--- config.mk ---
export PLATFORM = sky130hd
export DESIGN_NAME = addressed_serial_frame_parser_flat
export DESIGN_NICKNAME = d
export VERILOG_FILES = /design/src/hdl/asfp_pkg.sv /design/src/hdl/asfp_rx_if.sv /design/src/hdl/asfp_res_if.sv /design/src/hdl/asfp_cfg_regs.sv /design/src/hdl/asfp_in_stage.sv /design/src/hdl/asfp_frame_fsm.sv /design/src/hdl/asfp_out_stage.sv /design/src/hdl/addressed_serial_frame_parser.sv /design/src/flat_wrapper.sv
export SDC_FILE = /design/constraint.sdc
export NUM_CORES = 1
export LEC_CHECK = 0
export CAP_MARGIN = 20
export CORE_MARGIN = 5
export CORE_UTILIZATION = 40
export CTS_BUF_LIST = sky130_fd_sc_hd__clkbuf_8
export DETAILED_ROUTE_END_ITERATION = 7
export DONT_BUFFER_PORTS = 1
export PLACE_DENSITY_LB_ADDON = 0.25
export SLEW_MARGIN = 5
export SYNTH_ARGS = -nofsm -noshare
export SYNTH_HDL_FRONTEND = slang
export SYNTH_SLANG_ARGS = --single-unit
--- constraint.sdc ---
create_clock -name clk -period 7 [get_ports clk]
set_input_delay 1.4 -clock clk [delete_from_list [all_inputs] [get_ports clk]]
set_output_delay 1.4 -clock clk [all_outputs]
set_load 0.03 [all_outputs]
--- src/hdl/asfp_pkg.sv ---
`timescale 1ns / 1ps
// ----------------------------------------------------------------------------
// asfp_pkg
// Shared widths, register indexes, reset values and record types of the
// addressed serial frame parser.
// ----------------------------------------------------------------------------
package asfp_pkg;

	localparam int BYTE_W = 8;
	localparam int CFG_IDX_W = 3;
	localparam int KIND_W = 2;

	typedef logic [BYTE_W-1:0] byte_t;

	// register indexes on the configuration port
	localparam logic [CFG_IDX_W-1:0] CFG_START_MARKER = 3'd0;
	localparam logic [CFG_IDX_W-1:0] CFG_OWN_ADDRESS = 3'd1;
	localparam logic [CFG_IDX_W-1:0] CFG_SUB_LOW = 3'd2;
	localparam logic [CFG_IDX_W-1:0] CFG_SUB_HIGH = 3'd3;
	localparam logic [CFG_IDX_W-1:0] CFG_PING_CODE = 3'd4;

	localparam byte_t RST_START_MARKER = 8'd77;
	localparam byte_t RST_OWN_ADDRESS = 8'd1;
	localparam byte_t RST_SUB_LOW = 8'd1;
	localparam byte_t RST_SUB_HIGH = 8'd255;
	localparam byte_t RST_PING_CODE = 8'd128;

	localparam byte_t SYSTEM_ADDR = 8'h00;

	typedef enum logic [KIND_W-1:0] {
		KIND_DEVICE = 2'd0,
		KIND_SYSTEM = 2'd1,
		KIND_PONG = 2'd2
	} kind_t;

	typedef struct packed {
		byte_t start_marker;
		byte_t own_address;
		byte_t sub_low;
		byte_t sub_high;
		byte_t ping_code;
	} cfg_t;

	typedef struct packed {
		kind_t kind;
		byte_t sub_address;
		byte_t byte_index;
		byte_t body_byte;
		logic  last;
	} res_t;

	// handshake between the byte register and the result register
	typedef struct packed {
		logic step;
	} flow_t;

endpackage

--- src/hdl/asfp_rx_if.sv ---
`timescale 1ns / 1ps
// ----------------------------------------------------------------------------
// asfp_rx_if
// Channel of received bytes: valid, ready and one byte.
// ----------------------------------------------------------------------------
interface asfp_rx_if;
	logic valid;
	logic ready;
	logic [asfp_pkg::BYTE_W-1:0] rx_byte;

	modport source (output valid, output rx_byte, input ready);
	modport sink (input valid, input rx_byte, output ready);
endinterface

--- src/hdl/asfp_res_if.sv ---
`timescale 1ns / 1ps
// ----------------------------------------------------------------------------
// asfp_res_if
// Channel of parsed results: forwarded body bytes and pong requests.
// ----------------------------------------------------------------------------
interface asfp_res_if;
	logic valid;
	logic ready;
	logic [asfp_pkg::KIND_W-1:0] kind;
	logic [asfp_pkg::BYTE_W-1:0] sub_address;
	logic [asfp_pkg::BYTE_W-1:0] byte_index;
	logic [asfp_pkg::BYTE_W-1:0] body_byte;
	logic last;

	modport source (output valid, output kind, output sub_address, output byte_index,
		output body_byte, output last, input ready);
	modport sink (input valid, input kind, input sub_address, input byte_index,
		input body_byte, input last, output ready);
endinterface

--- src/hdl/asfp_cfg_regs.sv ---
`timescale 1ns / 1ps
`default_nettype none
// ----------------------------------------------------------------------------
// asfp_cfg_regs
// Configuration registers written through a plain indexed write port.
// ----------------------------------------------------------------------------
module asfp_cfg_regs (
	input  wire logic                           clk,
	input  wire logic                           arst_n,
	input  wire logic                           cfg_we,
	input  wire logic [asfp_pkg::CFG_IDX_W-1:0] cfg_index,
	input  wire asfp_pkg::byte_t                cfg_data,
	output asfp_pkg::cfg_t                      cfg
);

	asfp_pkg::cfg_t cfg_q;

	always_ff @(posedge clk or negedge arst_n) begin
		if (!arst_n) begin
			cfg_q.start_marker <= asfp_pkg::RST_START_MARKER;
			cfg_q.own_address <= asfp_pkg::RST_OWN_ADDRESS;
			cfg_q.sub_low <= asfp_pkg::RST_SUB_LOW;
			cfg_q.sub_high <= asfp_pkg::RST_SUB_HIGH;
			cfg_q.ping_code <= asfp_pkg::RST_PING_CODE;
		end else if (cfg_we) begin
			unique case (cfg_index)
				asfp_pkg::CFG_START_MARKER: cfg_q.start_marker <= cfg_data;
				asfp_pkg::CFG_OWN_ADDRESS: cfg_q.own_address <= cfg_data;
				asfp_pkg::CFG_SUB_LOW: cfg_q.sub_low <= cfg_data;
				asfp_pkg::CFG_SUB_HIGH: cfg_q.sub_high <= cfg_data;
				asfp_pkg::CFG_PING_CODE: cfg_q.ping_code <= cfg_data;
				default: ;  // writes past the register list are dropped
			endcase
		end
	end

	assign cfg = cfg_q;

endmodule
`default_nettype wire

--- src/hdl/asfp_in_stage.sv ---
`timescale 1ns / 1ps
`default_nettype none
// ----------------------------------------------------------------------------
// asfp_in_stage
// Input byte register; refills in the same cycle that its byte is consumed.
// ----------------------------------------------------------------------------
module asfp_in_stage (
	input  wire logic       clk,
	input  wire logic       arst_n,
	asfp_rx_if.sink         rx,
	input  wire logic       advance,
	output asfp_pkg::flow_t flow,
	output asfp_pkg::byte_t byte_s1
);

	logic            vld_s1;
	asfp_pkg::byte_t data_s1;

	assign rx.ready = !vld_s1 || advance;

	always_ff @(posedge clk or negedge arst_n) begin
		if (!arst_n) begin
			vld_s1 <= 1'b0;
		end else if (rx.ready) begin
			vld_s1 <= rx.valid;
		end
	end

	always_ff @(posedge clk) begin
		if (rx.valid && rx.ready) begin
			data_s1 <= rx.rx_byte;
		end
	end

	assign flow.step = vld_s1 && advance;
	assign byte_s1 = data_s1;

endmodule
`default_nettype wire

--- src/hdl/asfp_frame_fsm.sv ---
`timescale 1ns / 1ps
`default_nettype none
// ----------------------------------------------------------------------------
// asfp_frame_fsm
// Frame state machine: start hunt, address and sub-address filters, length
// and body bytes. Produces at most one result per byte.
// ----------------------------------------------------------------------------
module asfp_frame_fsm (
	input  wire logic            clk,
	input  wire logic            arst_n,
	input  wire asfp_pkg::flow_t flow,
	input  wire asfp_pkg::byte_t byte_s1,
	input  wire asfp_pkg::cfg_t  cfg,
	output logic                 res_vld,
	output asfp_pkg::res_t       res
);

	typedef enum logic [2:0] {
		PH_HUNT = 3'd0,
		PH_ADDR = 3'd1,
		PH_SUB  = 3'd2,
		PH_LEN  = 3'd3,
		PH_BODY = 3'd4
	} phase_t;

	phase_t          phase_q, phase_nxt;
	logic            sys_q, sys_nxt;
	logic            ping_q, ping_nxt;
	asfp_pkg::byte_t sub_q, sub_nxt;
	asfp_pkg::byte_t len_q, len_nxt;
	asfp_pkg::byte_t pos_q, pos_nxt;

	logic is_last;
	logic ping_now;
	logic sub_ok;

	assign is_last = ({1'b0, pos_q} + 9'd1) >= {1'b0, len_q};
	assign ping_now = (pos_q == '0) ? (sys_q && byte_s1 == cfg.ping_code) : ping_q;
	// an empty range (low above high) leaves only sub-address zero
	assign sub_ok = (byte_s1 == '0) || (byte_s1 >= cfg.sub_low && byte_s1 <= cfg.sub_high);

	always_comb begin
		phase_nxt = phase_q;
		sys_nxt = sys_q;
		ping_nxt = ping_q;
		sub_nxt = sub_q;
		len_nxt = len_q;
		pos_nxt = pos_q;
		res_vld = 1'b0;
		res.kind = asfp_pkg::KIND_DEVICE;
		res.sub_address = '0;
		res.byte_index = pos_q;
		res.body_byte = '0;
		res.last = 1'b0;
		unique case (phase_q)
			PH_ADDR: begin
				if (byte_s1 == asfp_pkg::SYSTEM_ADDR) begin
					sys_nxt = 1'b1;
					phase_nxt = PH_SUB;
				end else if (byte_s1 == cfg.own_address) begin
					sys_nxt = 1'b0;
					phase_nxt = PH_SUB;
				end else begin
					phase_nxt = PH_HUNT;
				end
			end
			PH_SUB: begin
				if (sub_ok) begin
					sub_nxt = byte_s1;
					phase_nxt = PH_LEN;
				end else begin
					phase_nxt = PH_HUNT;
				end
			end
			PH_LEN: begin
				len_nxt = byte_s1;
				pos_nxt = '0;
				ping_nxt = 1'b0;
				// an empty body drops the frame
				phase_nxt = (byte_s1 == '0) ? PH_HUNT : PH_BODY;
			end
			PH_BODY: begin
				ping_nxt = ping_now;
				if (ping_now) begin
					// ping frames yield a single pong request at their last byte
					res_vld = is_last;
					res.kind = asfp_pkg::KIND_PONG;
					res.last = 1'b1;
				end else begin
					res_vld = 1'b1;
					res.kind = sys_q ? asfp_pkg::KIND_SYSTEM : asfp_pkg::KIND_DEVICE;
					res.sub_address = sys_q ? '0 : sub_q;
					res.body_byte = byte_s1;
					res.last = is_last;
				end
				pos_nxt = pos_q + 8'd1;
				if (is_last) begin
					phase_nxt = PH_HUNT;
				end
			end
			default: begin
				phase_nxt = (byte_s1 == cfg.start_marker) ? PH_ADDR : PH_HUNT;
			end
		endcase
	end

	always_ff @(posedge clk or negedge arst_n) begin
		if (!arst_n) begin
			phase_q <= PH_HUNT;
			sys_q <= 1'b0;
			ping_q <= 1'b0;
			sub_q <= '0;
			len_q <= '0;
			pos_q <= '0;
		end else if (flow.step) begin
			phase_q <= phase_nxt;
			sys_q <= sys_nxt;
			ping_q <= ping_nxt;
			sub_q <= sub_nxt;
			len_q <= len_nxt;
			pos_q <= pos_nxt;
		end
	end

endmodule
`default_nettype wire

--- src/hdl/asfp_out_stage.sv ---
`timescale 1ns / 1ps
`default_nettype none
// ----------------------------------------------------------------------------
// asfp_out_stage
// Result register driving the result channel; loads whenever it is empty or
// its current result is being taken.
// ----------------------------------------------------------------------------
module asfp_out_stage (
	input  wire logic           clk,
	input  wire logic           arst_n,
	input  wire logic           step,
	input  wire logic           res_vld,
	input  wire asfp_pkg::res_t res_d,
	output logic                advance,
	asfp_res_if.source          res
);

	logic           vld_s2;
	asfp_pkg::res_t data_s2;

	assign advance = !vld_s2 || res.ready;

	always_ff @(posedge clk or negedge arst_n) begin
		if (!arst_n) begin
			vld_s2 <= 1'b0;
		end else if (advance) begin
			vld_s2 <= step && res_vld;
		end
	end

	always_ff @(posedge clk) begin
		if (step && res_vld) begin
			data_s2 <= res_d;
		end
	end

	assign res.valid = vld_s2;
	assign res.kind = data_s2.kind;
	assign res.sub_address = data_s2.sub_address;
	assign res.byte_index = data_s2.byte_index;
	assign res.body_byte = data_s2.body_byte;
	assign res.last = data_s2.last;

endmodule
`default_nettype wire

--- src/hdl/addressed_serial_frame_parser.sv ---
`timescale 1ns / 1ps
`default_nettype none
// path: each byte is registered in the byte register and its result in the result register
// throughput: one byte per cycle while the result register is not stalled, set by the frame
// state update between the byte register and the result register
// a stalled result register holds one result while one more byte waits
// reset: async active low; parser returns to start hunt, registers to defaults
// ----------------------------------------------------------------------------
// addressed_serial_frame_parser
// Parses addressed serial frames and forwards body bytes or pong requests.
// ----------------------------------------------------------------------------
module addressed_serial_frame_parser (
	input  wire logic                           clk,
	input  wire logic                           arst_n,
	asfp_rx_if.sink                             rx,
	asfp_res_if.source                          res,
	input  wire logic                           cfg_we,
	input  wire logic [asfp_pkg::CFG_IDX_W-1:0] cfg_index,
	input  wire asfp_pkg::byte_t                cfg_data
);

	asfp_pkg::cfg_t  cfg;
	asfp_pkg::flow_t flow;
	asfp_pkg::byte_t byte_s1;
	asfp_pkg::res_t  res_d;
	logic            res_vld;
	logic            advance;

	asfp_cfg_regs u_cfg (
		.clk       (clk),
		.arst_n    (arst_n),
		.cfg_we    (cfg_we),
		.cfg_index (cfg_index),
		.cfg_data  (cfg_data),
		.cfg       (cfg)
	);

	asfp_in_stage u_in (
		.clk     (clk),
		.arst_n  (arst_n),
		.rx      (rx),
		.advance (advance),
		.flow    (flow),
		.byte_s1 (byte_s1)
	);

	asfp_frame_fsm u_fsm (
		.clk     (clk),
		.arst_n  (arst_n),
		.flow    (flow),
		.byte_s1 (byte_s1),
		.cfg     (cfg),
		.res_vld (res_vld),
		.res     (res_d)
	);

	asfp_out_stage u_out (
		.clk     (clk),
		.arst_n  (arst_n),
		.step    (flow.step),
		.res_vld (res_vld),
		.res_d   (res_d),
		.advance (advance),
		.res     (res)
	);

	a_pong_closes_frame: assert property (@(posedge clk) disable iff (!arst_n)
		res.valid && res.kind == asfp_pkg::KIND_PONG |-> res.last && res.body_byte == '0)
		else $error("pong request without last mark or with a body byte");

	a_system_sub_zero: assert property (@(posedge clk) disable iff (!arst_n)
		res.valid && res.kind != asfp_pkg::KIND_DEVICE |-> res.sub_address == '0)
		else $error("system or pong result carries a sub-address");

	a_ready_when_empty: assert property (@(posedge clk) disable iff (!arst_n)
		!res.valid |-> rx.ready)
		else $error("byte channel stalled while result register is empty");

	a_result_holds: assert property (@(posedge clk) disable iff (!arst_n)
		res.valid && !res.ready |=> res.valid && $stable(res.byte_index)
			&& $stable(res.body_byte))
		else $error("stalled result changed");

endmodule
`default_nettype wire

--- src/flat_wrapper.sv ---
// flat-port wrapper written by rule: the top's interface ports become plain ports
module addressed_serial_frame_parser_flat 
  (clk, arst_n, cfg_we, cfg_index, cfg_data, rx_valid, rx_rx_byte, rx_ready, res_valid, res_kind, res_sub_address, res_byte_index, res_body_byte, res_last, res_ready);
  asfp_rx_if rx_i ();
  asfp_res_if res_i ();
  input  wire logic clk;
  input  wire logic arst_n;
  input  wire logic cfg_we;
  input  wire logic [asfp_pkg::CFG_IDX_W-1:0] cfg_index;
  input  wire asfp_pkg::byte_t cfg_data;
  input wire logic [$bits(rx_i.valid)-1:0] rx_valid;
  input wire logic [$bits(rx_i.rx_byte)-1:0] rx_rx_byte;
  output wire logic [$bits(rx_i.ready)-1:0] rx_ready;
  output wire logic [$bits(res_i.valid)-1:0] res_valid;
  output wire logic [$bits(res_i.kind)-1:0] res_kind;
  output wire logic [$bits(res_i.sub_address)-1:0] res_sub_address;
  output wire logic [$bits(res_i.byte_index)-1:0] res_byte_index;
  output wire logic [$bits(res_i.body_byte)-1:0] res_body_byte;
  output wire logic [$bits(res_i.last)-1:0] res_last;
  input wire logic [$bits(res_i.ready)-1:0] res_ready;
  assign rx_i.valid = rx_valid;
  assign rx_i.rx_byte = rx_rx_byte;
  assign rx_ready = rx_i.ready;
  assign res_valid = res_i.valid;
  assign res_kind = res_i.kind;
  assign res_sub_address = res_i.sub_address;
  assign res_byte_index = res_i.byte_index;
  assign res_body_byte = res_i.body_byte;
  assign res_last = res_i.last;
  assign res_i.ready = res_ready;
  addressed_serial_frame_parser u_core (.clk(clk), .arst_n(arst_n), .rx(rx_i), .res(res_i), .cfg_we(cfg_we), .cfg_index(cfg_index), .cfg_data(cfg_data));
endmodule
==> results.sh <==
export IMPL_rows=41
export IMPL_synthCells=407
export IMPL_iteration_0_drc_count_of_the_detailed_router=163
export IMPL_cts_htree_levels=3
export IMPL_fp_dieH_um=123
export IMPL_number_of_design_rule_violations_left_after_detail_routing=0
export IMPL_gr_usage_all_layers=0.145
export IMPL_gpl_final_weighted_congestion=0.785
export IMPL_place_hpwl_mm=7.15
export IMPL_finalClockSkew_ps=10.6
export IMPL_netlist_cell_type_count=45
export IMPL_layout_cells_most_common="sky130_fd_sc_hd__dfrtp_1"
export IMPL_design_portCount=53
export IMPL_timing_setup_tns_ps=0
export IMPL_worst_pin_slew_ps=980
export IMPL_ys_warnings_count=0
export IMPL_layout_nets=457
export IMPL_worst_r2r_startpoint="u_core.u_fsm.pos_q[0]"
export IMPL_critPathLaunch="res_ready"
export IMPL_grt_pass1_vias=2939
export IMPL_power_leakage_nw=2.26
export IMPL_critical_path_slowest_cell="sky130_fd_sc_hd__nand3b_1"
export IMPL_grt_antenna_before_repair=0
export IMPL_grt_start_max_net_pins=72
export IMPL_floorplan_initialDensity=0.404
export IMPL_sinks_on_clock_net=106
export IMPL_fraction_of_synthesized_area_in_multiplexers=0.107
export IMPL_outcome="finished, final reports clean"
export IMPL_cts_setup_buffers=0
export IMPL_grt_first_pass_wirelength_mm=16.3
export IMPL_cp_buffers_inverters=0
export IMPL_detail_route_antenna_nets=0
export IMPL_die_w_um=123
export IMPL_vias=2943
export IMPL_netSwitchingPower_mw=0.351
export IMPL_post_cts_resized_instances=0
export IMPL_total_power_mw=1.34
export IMPL_clock_root_buffer="sky130_fd_sc_hd__clkbuf_8"
export IMPL_yosys_area_share_adder=0.0643
export IMPL_ys_ff_latch=106
export IMPL_critical_path_top_delay_family="simple AND/OR/NAND/NOR gates"
export IMPL_antennaDiodeCount=0
export IMPL_worst_ep_required_time_ps=5600
export IMPL_mappedNetlistArea_um2=5060
export IMPL_postSynthNetCount=457
export IMPL_synth_xor_area_frac=0.0536
export IMPL_maxCapViolCount=0
export IMPL_clock_buffer_count_from_cts=9
export IMPL_detailedRoute_firstPassIterationCount=4
export IMPL_vdd_ir_drop_max_mv=0.150
export IMPL_finalMaxSlewViolations=0
export IMPL_worstPathCellList="nand3b_1"
export IMPL_hold_viol=0
export IMPL_n_fill_cell=1184
export IMPL_cell_internal_pwr_mw=0.988
export IMPL_clock_power_share=0.286
export IMPL_floorplan_die_area_um2=15000
export IMPL_pwr_share_seq=0.568
export IMPL_wl_mm=10.1
export IMPL_cts_tree="built"
export IMPL_area_share_of_and_or_nand_nor_cells_after_synthesis=0.125
export IMPL_clkTransAtPathRegs_ps=100
export IMPL_drive_gt1_frac=0.228
export IMPL_post_route_period_util=0.453
export IMPL_netSwitchingFraction=0.262
export IMPL_clock_latency_ps=380
export IMPL_seq_area_frac_synth=0.562
export IMPL_holdBufCountCts=0
export IMPL_worst_setup_path_type="in -> out"
export IMPL_multi_input_area_um2=2050
export IMPL_register_area_um2=2850
export IMPL_worst_setup_path_start_kind="primary input"
export IMPL_synth_compound_area_frac=0.0539
export IMPL_floorplan_core_area_um2=12500
export IMPL_timing_critical_path_to_type="output pin"
export IMPL_maximum_clock_rate_mhz=315
export IMPL_largest_family_of_logic_cells_by_synthesized_area="simple AND/OR/NAND/NOR gates"
export IMPL_port_buffers=0
export IMPL_area_growth_synth_to_final_pct=7.27
export IMPL_slew_headroom=0.345
export IMPL_clk_path_buf_depth=2
export IMPL_cellPowerDensity_nw_per_um2=247
export IMPL_wl_per_cell_um=17.3
export IMPL_critical_path_max_stage_delay_ps=370
export IMPL_cp_arrival_ps=1770
export IMPL_finalSetupViolations=0
export IMPL_layout_cells_most_common_list="sky130_fd_sc_hd__dfrtp_1, sky130_fd_sc_hd__mux2_2, sky130_fd_sc_hd__edfxtp_1"
export IMPL_classification_of_the_worst_slack_hold_path="reg -> reg"
export IMPL_crit_path_max_fanout=3
export IMPL_detail_route_vias_per_cell=5.04
export IMPL_grt_overflow_total=0
export IMPL_power_share_combinational=0.146
export IMPL_grt_setup_unrepaired="no"
export IMPL_worstHoldStart="u_core.u_fsm.sub_q[1]"
export IMPL_synth_avg_cell_area_um2=12.4
export IMPL_finalWorstPathRequiredPeriod_ps=3170
[layer usage]
metal,part of all wire,routed length (µm),vias up,track usage
met5,0,0,-,0
met1,0.47,4720,1438,0.194
met2,0.48,4830,65,0.235
met3,0.046,461,7,0.0498
li1,-,-,1433,-
met4,0.0065,66,0,0.0231
[worst paths after layout]
kind | to | slack [ps] | cells past startpoint
min | u_core.u_fsm.sub_q[1] | 490 | 1
max | rx_ready | 3830 | 1
min reg2reg | u_core.u_fsm.sub_q[1] | 490 | 1
min in group asynchronous | u_core.u_cfg.cfg[1] | 700 | 0
max in group asynchronous | u_core.u_cfg.cfg[9] | 6110 | 0
max reg2reg | u_core.u_out.res.kind[1] | 4000 | 11
[cells in the mapped netlist (all sizes together)]
cell	count	area share
and4bb	1	0.0025
a211oi	2	0.0040
o31a	1	0.0017
a21o	1	0.0015
dfstp	15	0.078
ha	26	0.064
xor2	10	0.017
edfxtp	35	0.21
buf	9	0.0094
nor4	7	0.0099
and3	1	0.0015
a21oi	13	0.013
a221oi	1	0.0017
o31ai	2	0.0030
mux2	48	0.11
nor4b	3	0.0089
and4	1	0.0017
nand2b	2	0.0030
inv	29	0.022
nand4b	2	0.0035
o211ai	3	0.0072
o21ai	21	0.021
nor3	4	0.0049
nor2	8	0.0059
nand3b	1	0.0015
and2	18	0.024
nor2b	4	0.0064
xnor2	21	0.036
o22ai	1	0.0012
clkbuf	4	0.0030
dfrtp	56	0.28
nand2	33	0.024
nor4bb	1	0.0020
nand3	15	0.015
nand4	8	0.0099
[registers in the layout (all words and copies together), names as in the netlist, 2 cells and up]
| name | count |
|---|---|
| u_core.u_in.byte_s1 | 8 |
| u_core.u_out.res.sub_address | 8 |
| u_core.u_out.res.kind | 2 |
| u_core.u_fsm.len_q | 8 |
| u_core.u_fsm.pos_q | 8 |
| u_core.u_out.res.byte_index | 8 |
| u_core.u_fsm.phase_q | 3 |
| u_core.u_fsm.sub_q | 8 |
| u_core.u_out.res.body_byte | 8 |
| u_core.u_cfg.cfg | 40 |
[power groups by stage]
stage	logic, mW	clock network [mW]	registers [mW]
6_report	0.196	0.382	0.761
5_1_grt	0.229	0.422	0.769
4_1_cts	0.199	0.394	0.761
3_5_place_dp	0.198	0	0.774
3_3_place_gp	0.192	0	0.771
2_1_floorplan	0.173	0	0.753
[stage by stage]
stage,std cells,setup WS (ps),hold WS [ps],instance area [µm²],util
floorplan,407,3450,426,5060,-
global placement,568,3830,467,5230,0.418
detailed placement,568,3830,473,5230,0.418
CTS,584,3830,497,5430,0.434
global route,584,3680,516,5430,0.434
finish,584,3830,493,5430,0.434
[kinds of logic (layout without fill, tap and decap cells)]
group           count (synthesis)  count (layout)
mux                            48              48
flops                         106             106
simple gates                  109             109
buf+inv                        42              47
compound gates                 45              45
fa+ha+maj                      26              26
xor+xnor                       31              31
[final cells by class]
type	count	share of cell area
Clock buffer	9	0.0228
Clock inverter	7	0.0136
Inverter	29	0.0200
Multi-Input combinational cell	259	0.377
Sequential cell	106	0.524
Tap cell	172	0.0396
Timing Repair Buffer	2	0.00276
Power figures use the tool's default switching activity.
